<file path="config.mk">
export PLATFORM = sky130hd
export DESIGN_NAME = oct_normal_encode_top_flat
export DESIGN_NICKNAME = d
export VERILOG_FILES = /design/src/rtl/onenc_pkg.sv /design/src/rtl/onenc_if.sv /design/src/rtl/onenc_div.sv /design/src/rtl/oct_normal_encode_top.sv /design/src/flat_wrapper.sv
export SDC_FILE = /design/constraint.sdc
export NUM_CORES = 2
export LEC_CHECK = 0
export BUFFER_PORTS_ARGS = -buffer_cell sky130_fd_sc_hd__buf_2
export CAP_MARGIN = 40
export CORE_ASPECT_RATIO = 0.9
export CORE_UTILIZATION = 39
export DETAILED_ROUTE_END_ITERATION = 16
export SYNTH_ARGS = -nofsm -noshare
export SYNTH_HDL_FRONTEND = slang
export SYNTH_SLANG_ARGS = --single-unit
</file>
<file path="constraint.sdc">
create_clock -name clk -period 30.1 [get_ports clk]
set_input_delay 6.02 -clock clk [delete_from_list [all_inputs] [get_ports clk]]
set_output_delay 6.02 -clock clk [all_outputs]
set_load 0.05 [all_outputs]
</file>
<file path="src/rtl/onenc_pkg.sv">
// ----------------------------------------------------------------------------
// onenc_pkg
// Shared types and constants for the octahedral normal encoder.
// ----------------------------------------------------------------------------
package onenc_pkg;

	localparam int CODE_BITS  = 8;
	localparam int DIV_STAGES = CODE_BITS;
	localparam int BYTE_MAX   = 255;

	typedef logic [CODE_BITS-1:0] code_t;

	localparam code_t ZERO_CODE = code_t'(127);

endpackage

</file>
<file path="src/rtl/onenc_if.sv">
// ----------------------------------------------------------------------------
// onenc_if
// Valid/ready channels for normal vector beats and code beats.
// ----------------------------------------------------------------------------
interface onenc_in_if #(parameter int COMPONENT_BITS = 16) ();

	logic                             valid;
	logic                             ready;
	logic signed [COMPONENT_BITS-1:0] comp_x;
	logic signed [COMPONENT_BITS-1:0] comp_y;
	logic signed [COMPONENT_BITS-1:0] comp_z;

	modport source (output valid, output comp_x, output comp_y, output comp_z, input ready);
	modport sink (input valid, input comp_x, input comp_y, input comp_z, output ready);

endinterface

interface onenc_out_if import onenc_pkg::*; ();

	logic  valid;
	logic  ready;
	code_t code_x;
	code_t code_y;
	logic  zero_vector;

	modport source (output valid, output code_x, output code_y, output zero_vector, input ready);
	modport sink (input valid, input code_x, input code_y, input zero_vector, output ready);

endinterface

</file>
<file path="src/rtl/onenc_div.sv">
// ----------------------------------------------------------------------------
// onenc_div
// Pipelined restoring divider, one quotient bit per stage, 8-bit quotient.
// ----------------------------------------------------------------------------
module onenc_div import onenc_pkg::*; #(
	parameter int NUM_BITS = 26,
	parameter int DEN_BITS = 18
) (
	input  logic                  clk,
	input  logic [DIV_STAGES-1:0] en,
	input  logic [NUM_BITS-1:0]   num,
	input  logic [DEN_BITS-1:0]   den,
	output code_t                 quo
);

	logic [NUM_BITS-1:0] rem_s [DIV_STAGES-1];
	logic [DEN_BITS-1:0] den_s [DIV_STAGES-1];
	code_t               quo_s [DIV_STAGES];

	for (genvar k = 0; k < DIV_STAGES; k++) begin : g_stg
		localparam int SH = DIV_STAGES - 1 - k;

		logic [NUM_BITS-1:0] rem_in;
		logic [DEN_BITS-1:0] den_in;
		code_t               quo_in;
		code_t               quo_nx;
		logic [NUM_BITS:0]   trial;

		if (k == 0) begin : g_first
			assign rem_in = num;
			assign den_in = den;
			assign quo_in = '0;
		end else begin : g_next
			assign rem_in = rem_s[k-1];
			assign den_in = den_s[k-1];
			assign quo_in = quo_s[k-1];
		end

		assign trial = {1'b0, rem_in} - ((NUM_BITS+1)'(den_in) << SH);

		always_comb begin
			quo_nx     = quo_in;
			quo_nx[SH] = !trial[NUM_BITS];
		end

		always_ff @(posedge clk) begin
			if (en[k]) begin
				quo_s[k] <= quo_nx;
			end
		end

		if (k < DIV_STAGES - 1) begin : g_carry
			always_ff @(posedge clk) begin
				if (en[k]) begin
					rem_s[k] <= trial[NUM_BITS] ? rem_in : trial[NUM_BITS-1:0];
					den_s[k] <= den_in;
				end
			end
		end
	end

	assign quo = quo_s[DIV_STAGES-1];

endmodule

</file>
<file path="src/rtl/oct_normal_encode_top.sv">
// ----------------------------------------------------------------------------
// oct_normal_encode_top
// Octahedral encoding of a normal vector into two 8-bit codes.
// ----------------------------------------------------------------------------
// pipeline: 4 front stages (s1 to s4) and 8 divider stages between input beat and result beat
// throughput: one beat per cycle while code.ready lets the pipe advance, set by the one-bit-per-stage divider lanes
// each stage stalls only when full and blocked, so bubbles are absorbed under backpressure
// reset clears all stage valid bits and biased_byte_mode
// ----------------------------------------------------------------------------
module oct_normal_encode_top import onenc_pkg::*; #(
	parameter int COMPONENT_BITS = 16
) (
	input  logic           clk,
	input  logic           arst_n,
	input  logic           cfg_wr_en,
	input  logic           cfg_wr_data,
	onenc_in_if.sink       vec,
	onenc_out_if.source    code
);

	localparam int W      = COMPONENT_BITS;
	localparam int LW     = W + 1;
	localparam int DW     = W + 2;
	localparam int NW     = DW + CODE_BITS;
	localparam int NFRONT = 4;
	localparam int NSTG   = NFRONT + DIV_STAGES;

	function automatic logic [W:0] dec_mag(input logic [W-1:0] raw, input logic bm);
		logic [8:0]   bv;
		logic [W-1:0] v;
		bv = {raw[7:0], 1'b0} - 9'(BYTE_MAX);
		if (bm) begin
			v = W'($signed(bv));
		end else begin
			v = raw;
		end
		return {v[W-1], v[W-1] ? (~v + 1'b1) : v};
	endfunction

	logic            biased_byte_mode_q;
	logic [NSTG-1:0] vld_s;
	logic [NSTG-1:0] en;
	logic [NSTG-1:0] vld_in;

	logic [W:0]      dx, dy, dz;
	logic [W-1:0]    mag_x_s1, mag_y_s1, mag_z_s1;
	logic            neg_x_s1, neg_y_s1, neg_z_s1;
	logic [LW-1:0]   len_s2;
	logic [W-1:0]    mag_x_s2, mag_y_s2;
	logic            neg_x_s2, neg_y_s2, neg_z_s2;
	logic [DW-1:0]   len_w, len2_w, ax_w, ay_w, np_nx, nq_nx;
	logic [DW-1:0]   np_s3, nq_s3, den_s3;
	logic            zero_s3;
	logic [NW-1:0]   num_p_s4, num_q_s4;
	logic [DW-1:0]   den_s4;
	logic            zero_s4;
	logic            zero_d_s [DIV_STAGES];
	code_t           quo_p, quo_q;

	// config register
	always_ff @(posedge clk or negedge arst_n) begin
		if (!arst_n) begin
			biased_byte_mode_q <= 1'b0;
		end else if (cfg_wr_en) begin
			biased_byte_mode_q <= cfg_wr_data;
		end
	end

	// per-stage advance, from the output back
	always_comb begin
		logic nxt;
		nxt = code.ready;
		for (int k = NSTG - 1; k >= 0; k--) begin
			en[k] = !vld_s[k] || nxt;
			nxt   = en[k];
		end
	end

	assign vld_in    = {vld_s[NSTG-2:0], vec.valid};
	assign vec.ready = en[0];

	always_ff @(posedge clk or negedge arst_n) begin
		if (!arst_n) begin
			vld_s <= '0;
		end else begin
			for (int k = 0; k < NSTG; k++) begin
				if (en[k]) begin
					vld_s[k] <= vld_in[k];
				end
			end
		end
	end

	// s1: decode and magnitude
	assign dx = dec_mag(vec.comp_x, biased_byte_mode_q);
	assign dy = dec_mag(vec.comp_y, biased_byte_mode_q);
	assign dz = dec_mag(vec.comp_z, biased_byte_mode_q);

	always_ff @(posedge clk) begin
		if (en[0]) begin
			{neg_x_s1, mag_x_s1} <= dx;
			{neg_y_s1, mag_y_s1} <= dy;
			{neg_z_s1, mag_z_s1} <= dz;
		end
	end

	// s2: l1 length
	always_ff @(posedge clk) begin
		if (en[1]) begin
			len_s2   <= LW'(mag_x_s1) + LW'(mag_y_s1) + LW'(mag_z_s1);
			mag_x_s2 <= mag_x_s1;
			mag_y_s2 <= mag_y_s1;
			neg_x_s2 <= neg_x_s1;
			neg_y_s2 <= neg_y_s1;
			neg_z_s2 <= neg_z_s1;
		end
	end

	// s3: p + L and q + L, folded for the lower hemisphere
	assign len_w  = DW'(len_s2);
	assign len2_w = {len_s2, 1'b0};
	assign ax_w   = DW'(mag_x_s2);
	assign ay_w   = DW'(mag_y_s2);

	always_comb begin
		case ({neg_z_s2, neg_x_s2})
			2'b00:   np_nx = len_w + ax_w;
			2'b01:   np_nx = len_w - ax_w;
			2'b10:   np_nx = len2_w - ay_w;
			default: np_nx = ay_w;
		endcase
		case ({neg_z_s2, neg_y_s2})
			2'b00:   nq_nx = len_w + ay_w;
			2'b01:   nq_nx = len_w - ay_w;
			2'b10:   nq_nx = len2_w - ax_w;
			default: nq_nx = ax_w;
		endcase
	end

	always_ff @(posedge clk) begin
		if (en[2]) begin
			np_s3   <= np_nx;
			nq_s3   <= nq_nx;
			den_s3  <= len2_w;
			zero_s3 <= (len_s2 == '0);
		end
	end

	// s4: scale by 255
	always_ff @(posedge clk) begin
		if (en[3]) begin
			num_p_s4 <= (NW'(np_s3) << CODE_BITS) - NW'(np_s3);
			num_q_s4 <= (NW'(nq_s3) << CODE_BITS) - NW'(nq_s3);
			den_s4   <= den_s3;
			zero_s4  <= zero_s3;
		end
	end

	onenc_div #(
		.NUM_BITS(NW),
		.DEN_BITS(DW)
	) u_div_p (
		.clk (clk),
		.en  (en[NSTG-1:NFRONT]),
		.num (num_p_s4),
		.den (den_s4),
		.quo (quo_p)
	);

	onenc_div #(
		.NUM_BITS(NW),
		.DEN_BITS(DW)
	) u_div_q (
		.clk (clk),
		.en  (en[NSTG-1:NFRONT]),
		.num (num_q_s4),
		.den (den_s4),
		.quo (quo_q)
	);

	for (genvar k = 0; k < DIV_STAGES; k++) begin : g_zero
		always_ff @(posedge clk) begin
			if (en[NFRONT+k]) begin
				zero_d_s[k] <= (k == 0) ? zero_s4 : zero_d_s[(k == 0) ? 0 : k-1];
			end
		end
	end

	assign code.valid       = vld_s[NSTG-1];
	assign code.zero_vector = zero_d_s[DIV_STAGES-1];
	assign code.code_x      = zero_d_s[DIV_STAGES-1] ? ZERO_CODE : quo_p;
	assign code.code_y      = zero_d_s[DIV_STAGES-1] ? ZERO_CODE : quo_q;

endmodule

</file>
<file path="src/flat_wrapper.sv">
// flat-port wrapper written by rule: the top's interface ports become plain ports
module oct_normal_encode_top_flat import onenc_pkg::*;
#(
	parameter int COMPONENT_BITS = 16
)
  (clk, arst_n, cfg_wr_en, cfg_wr_data, vec_valid, vec_comp_x, vec_comp_y, vec_comp_z, vec_ready, code_valid, code_code_x, code_code_y, code_zero_vector, code_ready);
  onenc_in_if #(.COMPONENT_BITS(COMPONENT_BITS)) vec_i ();
  onenc_out_if code_i ();
  input  logic clk;
  input  logic arst_n;
  input  logic cfg_wr_en;
  input  logic cfg_wr_data;
  input wire logic [$bits(vec_i.valid)-1:0] vec_valid;
  input wire logic [$bits(vec_i.comp_x)-1:0] vec_comp_x;
  input wire logic [$bits(vec_i.comp_y)-1:0] vec_comp_y;
  input wire logic [$bits(vec_i.comp_z)-1:0] vec_comp_z;
  output wire logic [$bits(vec_i.ready)-1:0] vec_ready;
  output wire logic [$bits(code_i.valid)-1:0] code_valid;
  output wire logic [$bits(code_i.code_x)-1:0] code_code_x;
  output wire logic [$bits(code_i.code_y)-1:0] code_code_y;
  output wire logic [$bits(code_i.zero_vector)-1:0] code_zero_vector;
  input wire logic [$bits(code_i.ready)-1:0] code_ready;
  assign vec_i.valid = vec_valid;
  assign vec_i.comp_x = vec_comp_x;
  assign vec_i.comp_y = vec_comp_y;
  assign vec_i.comp_z = vec_comp_z;
  assign vec_ready = vec_i.ready;
  assign code_valid = code_i.valid;
  assign code_code_x = code_i.code_x;
  assign code_code_y = code_i.code_y;
  assign code_zero_vector = code_i.zero_vector;
  assign code_i.ready = code_ready;
  oct_normal_encode_top #(.COMPONENT_BITS(COMPONENT_BITS)) u_core (.clk(clk), .arst_n(arst_n), .cfg_wr_en(cfg_wr_en), .cfg_wr_data(cfg_wr_data), .vec(vec_i), .code(code_i));
endmodule
</file>
Word level (Yosys, flattened, before mapping)
Memory sizes are Yosys's and may differ from the RTL's.
Index checks and enable logic that the tools add are counted.
Widths: inputs -> output; s select.

storage, ports and cells
  input port bits = 54
  word-level logic and storage cells = 165
  memories kept = 7
  flip-flop bits (word level) = 240
  memory bits (writable) = 752
  output and inout port bits = 19

memories
  memory                depth  bits a word  rd ports  clocked after Yosys merged registers in  write ports  RTL line         RTL
  u_core.u_div_p.rem_s  7      26           7         0                                        7            onenc_div.sv:16  logic [NUM_BITS-1:0] rem_s [DIV_STAGES-1];
  u_core.u_div_q.rem_s  7      26           7         0                                        7            onenc_div.sv:16
  u_core.u_div_p.den_s  7      18           7         0                                        7            onenc_div.sv:17  logic [DEN_BITS-1:0] den_s [DIV_STAGES-1];
  u_core.u_div_q.den_s  7      18           7         0                                        7            onenc_div.sv:17
  u_core.u_div_p.quo_s  8      8            8         0                                        8            onenc_div.sv:18  code_t quo_s [DIV_STAGES];
  u_core.u_div_q.quo_s  8      8            8         0                                        8            onenc_div.sv:18
  1 more memories       --     --           --        --                                       --           --

operators by class
  reductions and logical operators = 43
  eq/ne operators = 4
  add/sub/neg operators = 32
  bitwise logic cells = 3
  muxes and demuxes = 40

operators by type and width
  cell                   number
  $mux 26                14
  $pmux 18 s3            2
  $sub 26x18->27         2
  $sub 26x19->27         2
  $sub 26x20->27         2
  $sub 26x21->27         2
  $sub 26x22->27         2
  $sub 26x23->27         2
  $sub 26x24->27         2
  $sub 26x25->27         2
  $sub 26x18->26         2
  $add 16x1->16 const B  3
  $mux 16                3
  $not 16->16            3
  $mux 15                3
  $add 17x16->18         2
  $sub 17x16->18         2
  $sub 18x16->18         2
  $logic_not 1->1        28
  $sub 9x8->9 const B    3
  $add 16x16->17         1
  $add 17x16->17         1
  $logic_not 17->1       1
  $mux 1                 16
  5 further kinds        20

Longest topological paths before layout
  depth in word-level cells = 13
  depth in mapped cells = 16
  gate-level depth less buffers = 16

Hierarchy
Synthesis repeated with hierarchy kept, for this count alone.

second synthesis, totals
  cell total of the unflattened synthesis = 4880
  area total of the unflattened synthesis = 54118.2 µm²

modules (own cells, without submodules)
  module                      area an instance (µm²)  sequential area each (µm²)  instances  cells an instance
  onenc_div (u_core.u_div_p)  18977.0                 10329.9                     1          1654
  onenc_div (u_core.u_div_q)  18940.7                 10329.9                     1          1651
  oct_normal_encode_top       16200.5                 7382.1                      1          1575

Worst setup path before layout
No wires, ideal clock.

  path type = input port to output port
  start = input code_ready
  end = output vec_ready
  data arrival time = 14.055 ns
  data required time = 24.080 ns
  slack = 10.025 ns
  path buffers = 0
  stages = 8
  path through = nor2b_1 nand2_1 nor2_1 nand3_1 nor2_1 nand3_1 inv_1 nand3_1

on the way
  cells in the longest elaborated chain, start to end = 12

ends and longest elaborated chain
  what                           RTL line                     RTL
  start: declaration             flat_wrapper.sv:22           input wire logic [$bits(code_i.ready)-1:0] code_ready;
  $logic_or 1x1->1 (2 in a row)  oct_normal_encode_top.sv:74  en[k] = !vld_s[k] || nxt;
  named net u_core.en[10]        oct_normal_encode_top.sv:42  logic [NSTG-1:0] en;
  $logic_or 1x1->1 (5 in a row)  oct_normal_encode_top.sv:74
  named net u_core.en[5]         oct_normal_encode_top.sv:42
  $logic_or 1x1->1 (3 in a row)  oct_normal_encode_top.sv:74
  named net u_core.en[2]         oct_normal_encode_top.sv:42
  $logic_or 1x1->1 (2 in a row)  oct_normal_encode_top.sv:74
  end: declaration               flat_wrapper.sv:17           output wire logic [$bits(vec_i.ready)-1:0] vec_ready;

The timed path passes the listed nets, and every way through them passes these cells.

Worst setup path after layout
Same ends and word-level chain as after synthesis.

==> results.md <==
- Critical Path RT: 24.08 ns
- CP Capture Type: output port
- Crit start category: input port
- FF+latch count, synth: a little under 800
- Crit-path cells: buf_2 > nor2b_1 > nand2_4 > nor2_1 > nand3_4 > nor2_1 > nand3_2 > buf_4 > inv_1 > nand3_2 > buf_4 > buf_2
- Nets: between 5000 and 6000
- Syn_nets: 4893
- Hold Path Class: register to register
- Setup ws final: 14.93 ns
- CTS H-tree depth: 3
- Top delay family on crit path: simple AND/OR/NAND/NOR gates
- Critical Path AT: 9.15 ns
- RD Place Congestion: 0.888
- Mapped cell area: ~48000 sq um
- Via total after detailed routing: roughly 33000
- Post-synth top area cell: edfxtp_1
- Crit path from: code_ready
- Worst R2R Setup Slack: 24.73 ns
- Die W: roughly 370 um
- Clock Skew: 0.0435 ns
- Setup TNS: 0 ns
- Layout cells sized above 1: under 10%
- Final period util: 50.4%
- Cts hold-fix bufs: 0
- CTS tree: built
- Prevailing post-synth register cell: edfxtp_1
- Min cycle time layout: 15.17 ns
- Critical path's slowest cell: nor2_1
- DP HPWL: between 80000 and 90000 um
- Core area: approximately 120000 sq um
- Gr usage total: ~17%
- Reg2Reg Depth: 15
- GRT Residual Overflow: 0
- Detailed Route WL: approximately 110000 um
- Slew headroom: around two fifths
- Post-CTS Setup Repair Bufs: 0
- Skew-Pair Late Insertion Delay: 0.68 ns
- CTS Buf Count: 82
- Area delta synth->final: 11.0%
- Final hold violation count: 0
- Critical Path Max Stage Delay: 0.51 ns
- Vias in the first global route: 31982
- RSZ-0062 raised after global routing: false
- Post-CTS sizing: 0
- Reg clk slew, reported paths: approximately 0.06 ns
- Post-synth EDFFs: 774
- RR Endpoint: u_core.np_s3[14]
- Final setup vio count: 0
- WL per Instance: between 15 and 20 um
- Diodes inserted: 0
- Yosys cell types: 82
- Clock Sinks: about 790
- Slew @ Worst Pin: 0.910 ns
- Final Util: 43.7%
- First-pass DRT Iterations: 6
- Slew Viols, Final: 0
- Placed Instances: 6051
- WHS Path Cells: 0
- Place WS: approximately 15 ns
- Final non-filler cell total: about 6200
- Die ar.: 124000 sq um
- Initial Util: between 30% and 40%
- 1st-iter DRT viols: 2078
- Warnings from Yosys: 0
- Outcome: finished clean
- Crit Reg-Reg Startpoint: u_core.neg_x_s2
- Pin count of the biggest net entering global routing: 77
- Crit Path Max Fanout: 56
- Worst Path Buf+Inv: 5
- Die H: between 300 and 400 um
- Avg Vias per Cell: between 5 and 6
- Antenna violations before repair: 0
- Maximum buffer depth of the clock tree: 3
- Fmax: 65.9 MHz
- Setup CP Type: input port to output port
- Hold path endpoint: u_core.u_div_p.quo_s[1][25]
- Global-route wire length before repair: around 170000 um
- Cells after Synth: 4428
- Synth top area cells: edfxtp_1 49%, ha_1 9.9%, xnor2_1 3.9%
- Synth top area share: 48.7%
- Post-synthesis sequential area ratio: 49.4%
- DR DRC count: 0
- Std cell rows: about 120
- Buffers on Ports: 72
- Syn avg cell area: 10.8 sq um
- FFs w/ async S/R, synth: 1.65%
- Antenna-violating nets left: 0
- Worst Min Path Start: u_core.u_div_p.quo_s[1][17]
- I/O pin cnt: 73
- Root Buffer: clkbuf_16
- MaxCap Viol Count: 0
-- layer usage --
metal  vias up  routed length, um  track usage, %
li1      16574                  -               -
met1     15496              48000            22.2
met2       632              51300            29.5
met3       183               3630            2.24
met4         0               3210            5.61
met5         -                  0               0
-- placed cells by master, fill, tap and decap left out, types with 65 or more instances in the layout --
cell / Yosys / routed
edfxtp_1: 774 / 774
ha_1: 376 / 376
nand2_1: 337 / 333
nor2_1: 329 / 328
o21ai_0: 318 / 318
inv_1: 319 / 317
a21oi_1: 306 / 304
xnor2_1: 211 / 211
xor2_1: 167 / 167
a21o_1: 115 / 115
nor3_1: 97 / 97
clkbuf_16: 0 / 82
nand3_1: 80 / 76
nand2b_1: 75 / 75
buf_2: 7 / 73
nor2b_1: 70 / 70
o21a_1: 65 / 65
-- cells in the mapped netlist (13+ instances only) --
| library cell | instances |
|---|---|
| nor4_1 | 26 |
| o2111ai_1 | 14 |
| nor2_1 | 329 |
| a21o_1 | 115 |
| ha_1 | 376 |
| nand2_1 | 337 |
| a21oi_1 | 306 |
| xnor2_1 | 211 |
| o211ai_1 | 29 |
| and3_1 | 18 |
| a31oi_1 | 36 |
| nand4_1 | 35 |
| edfxtp_1 | 774 |
| nand3b_1 | 13 |
| a211oi_1 | 38 |
| inv_1 | 319 |
| o31a_1 | 14 |
| mux2_2 | 41 |
| nor2b_1 | 70 |
| nand3_1 | 80 |
| xor2_1 | 167 |
| o21a_1 | 65 |
| a21boi_0 | 21 |
| or4_1 | 13 |
| nand2b_1 | 75 |
| or3_1 | 48 |
| or2_2 | 37 |
| mux2i_1 | 22 |
| o41ai_1 | 16 |
| o21bai_1 | 27 |
| fa_1 | 35 |
| o31ai_1 | 55 |
| nor3_1 | 97 |
| a211o_1 | 17 |
| dfrtp_1 | 13 |
| clkbuf_1 | 68 |
| o21ai_0 | 318 |
-- area by class of cell --
| class | instances | area [sq um] |
|---|---|---|
| clock buffers | 101 | 2160 |
| clock inverters | 49 | 662 |
| fillers | 11344 | 68100 |
| inverters | 320 | 1200 |
| multi-input cells | 3235 | 22700 |
| flip-flops and latches | 787 | 23600 |
| well taps | 1599 | 2000 |
| repair buffers | 110 | 683 |
-- metrics by stage --
step           hold WS [ns]  area [sq um]
3_3_place_gp          0.401         50000
5_1_grt               0.410         53000
2_1_floorplan         0.400         47700
6_report              0.390         53000
4_1_cts               0.396         53000
3_5_place_dp          0.405         50100
-- worst max path at each step --
stage | cells after the start | slack [ns] | end
floorplan | 8 | 10.03 | vec_ready
global placement | 12 | 14.90 | vec_ready
detailed placement | 12 | 14.87 | vec_ready
global route | 12 | 14.60 | vec_ready
finish | 12 | 14.93 | vec_ready
CTS | 12 | 14.87 | vec_ready
-- state kept, by name, summed over array words and instances (netlist names), 17 cells and up --
signal and cells:
u_core.den_s3 17, u_core.den_s4 17, u_core.len_s2 17, u_core.np_s3 18
u_core.nq_s3 18, u_core.num_p_s4 25, u_core.num_q_s4 25, u_core.u_div_p.den_s 17
u_core.u_div_p.quo_s 36, u_core.u_div_p.rem_s 175, u_core.u_div_q.den_s 102, u_core.u_div_q.quo_s 36
u_core.u_div_q.rem_s 175
-- cell families (layout without fill, tap and decap cells) --
kind of cell | after synthesis | in the layout | share of synthesized area (%)
AOI/OAI and AO/OA | 1172 | 1172 | 15.6
xor gates and xnor gates | 378 | 378 | 6.94
adders and majority gates | 411 | 411 | 11.3
buffers and inverters | 406 | 580 | 3.22
DFF | 787 | 787 | 49.4
muxes | 65 | 65 | 1.48
and+or+nand+nor | 1209 | 1209 | 12.1
Power is not shown: default switching activity piles up to over one toggle a cycle in this logic, so the estimate is an artifact.
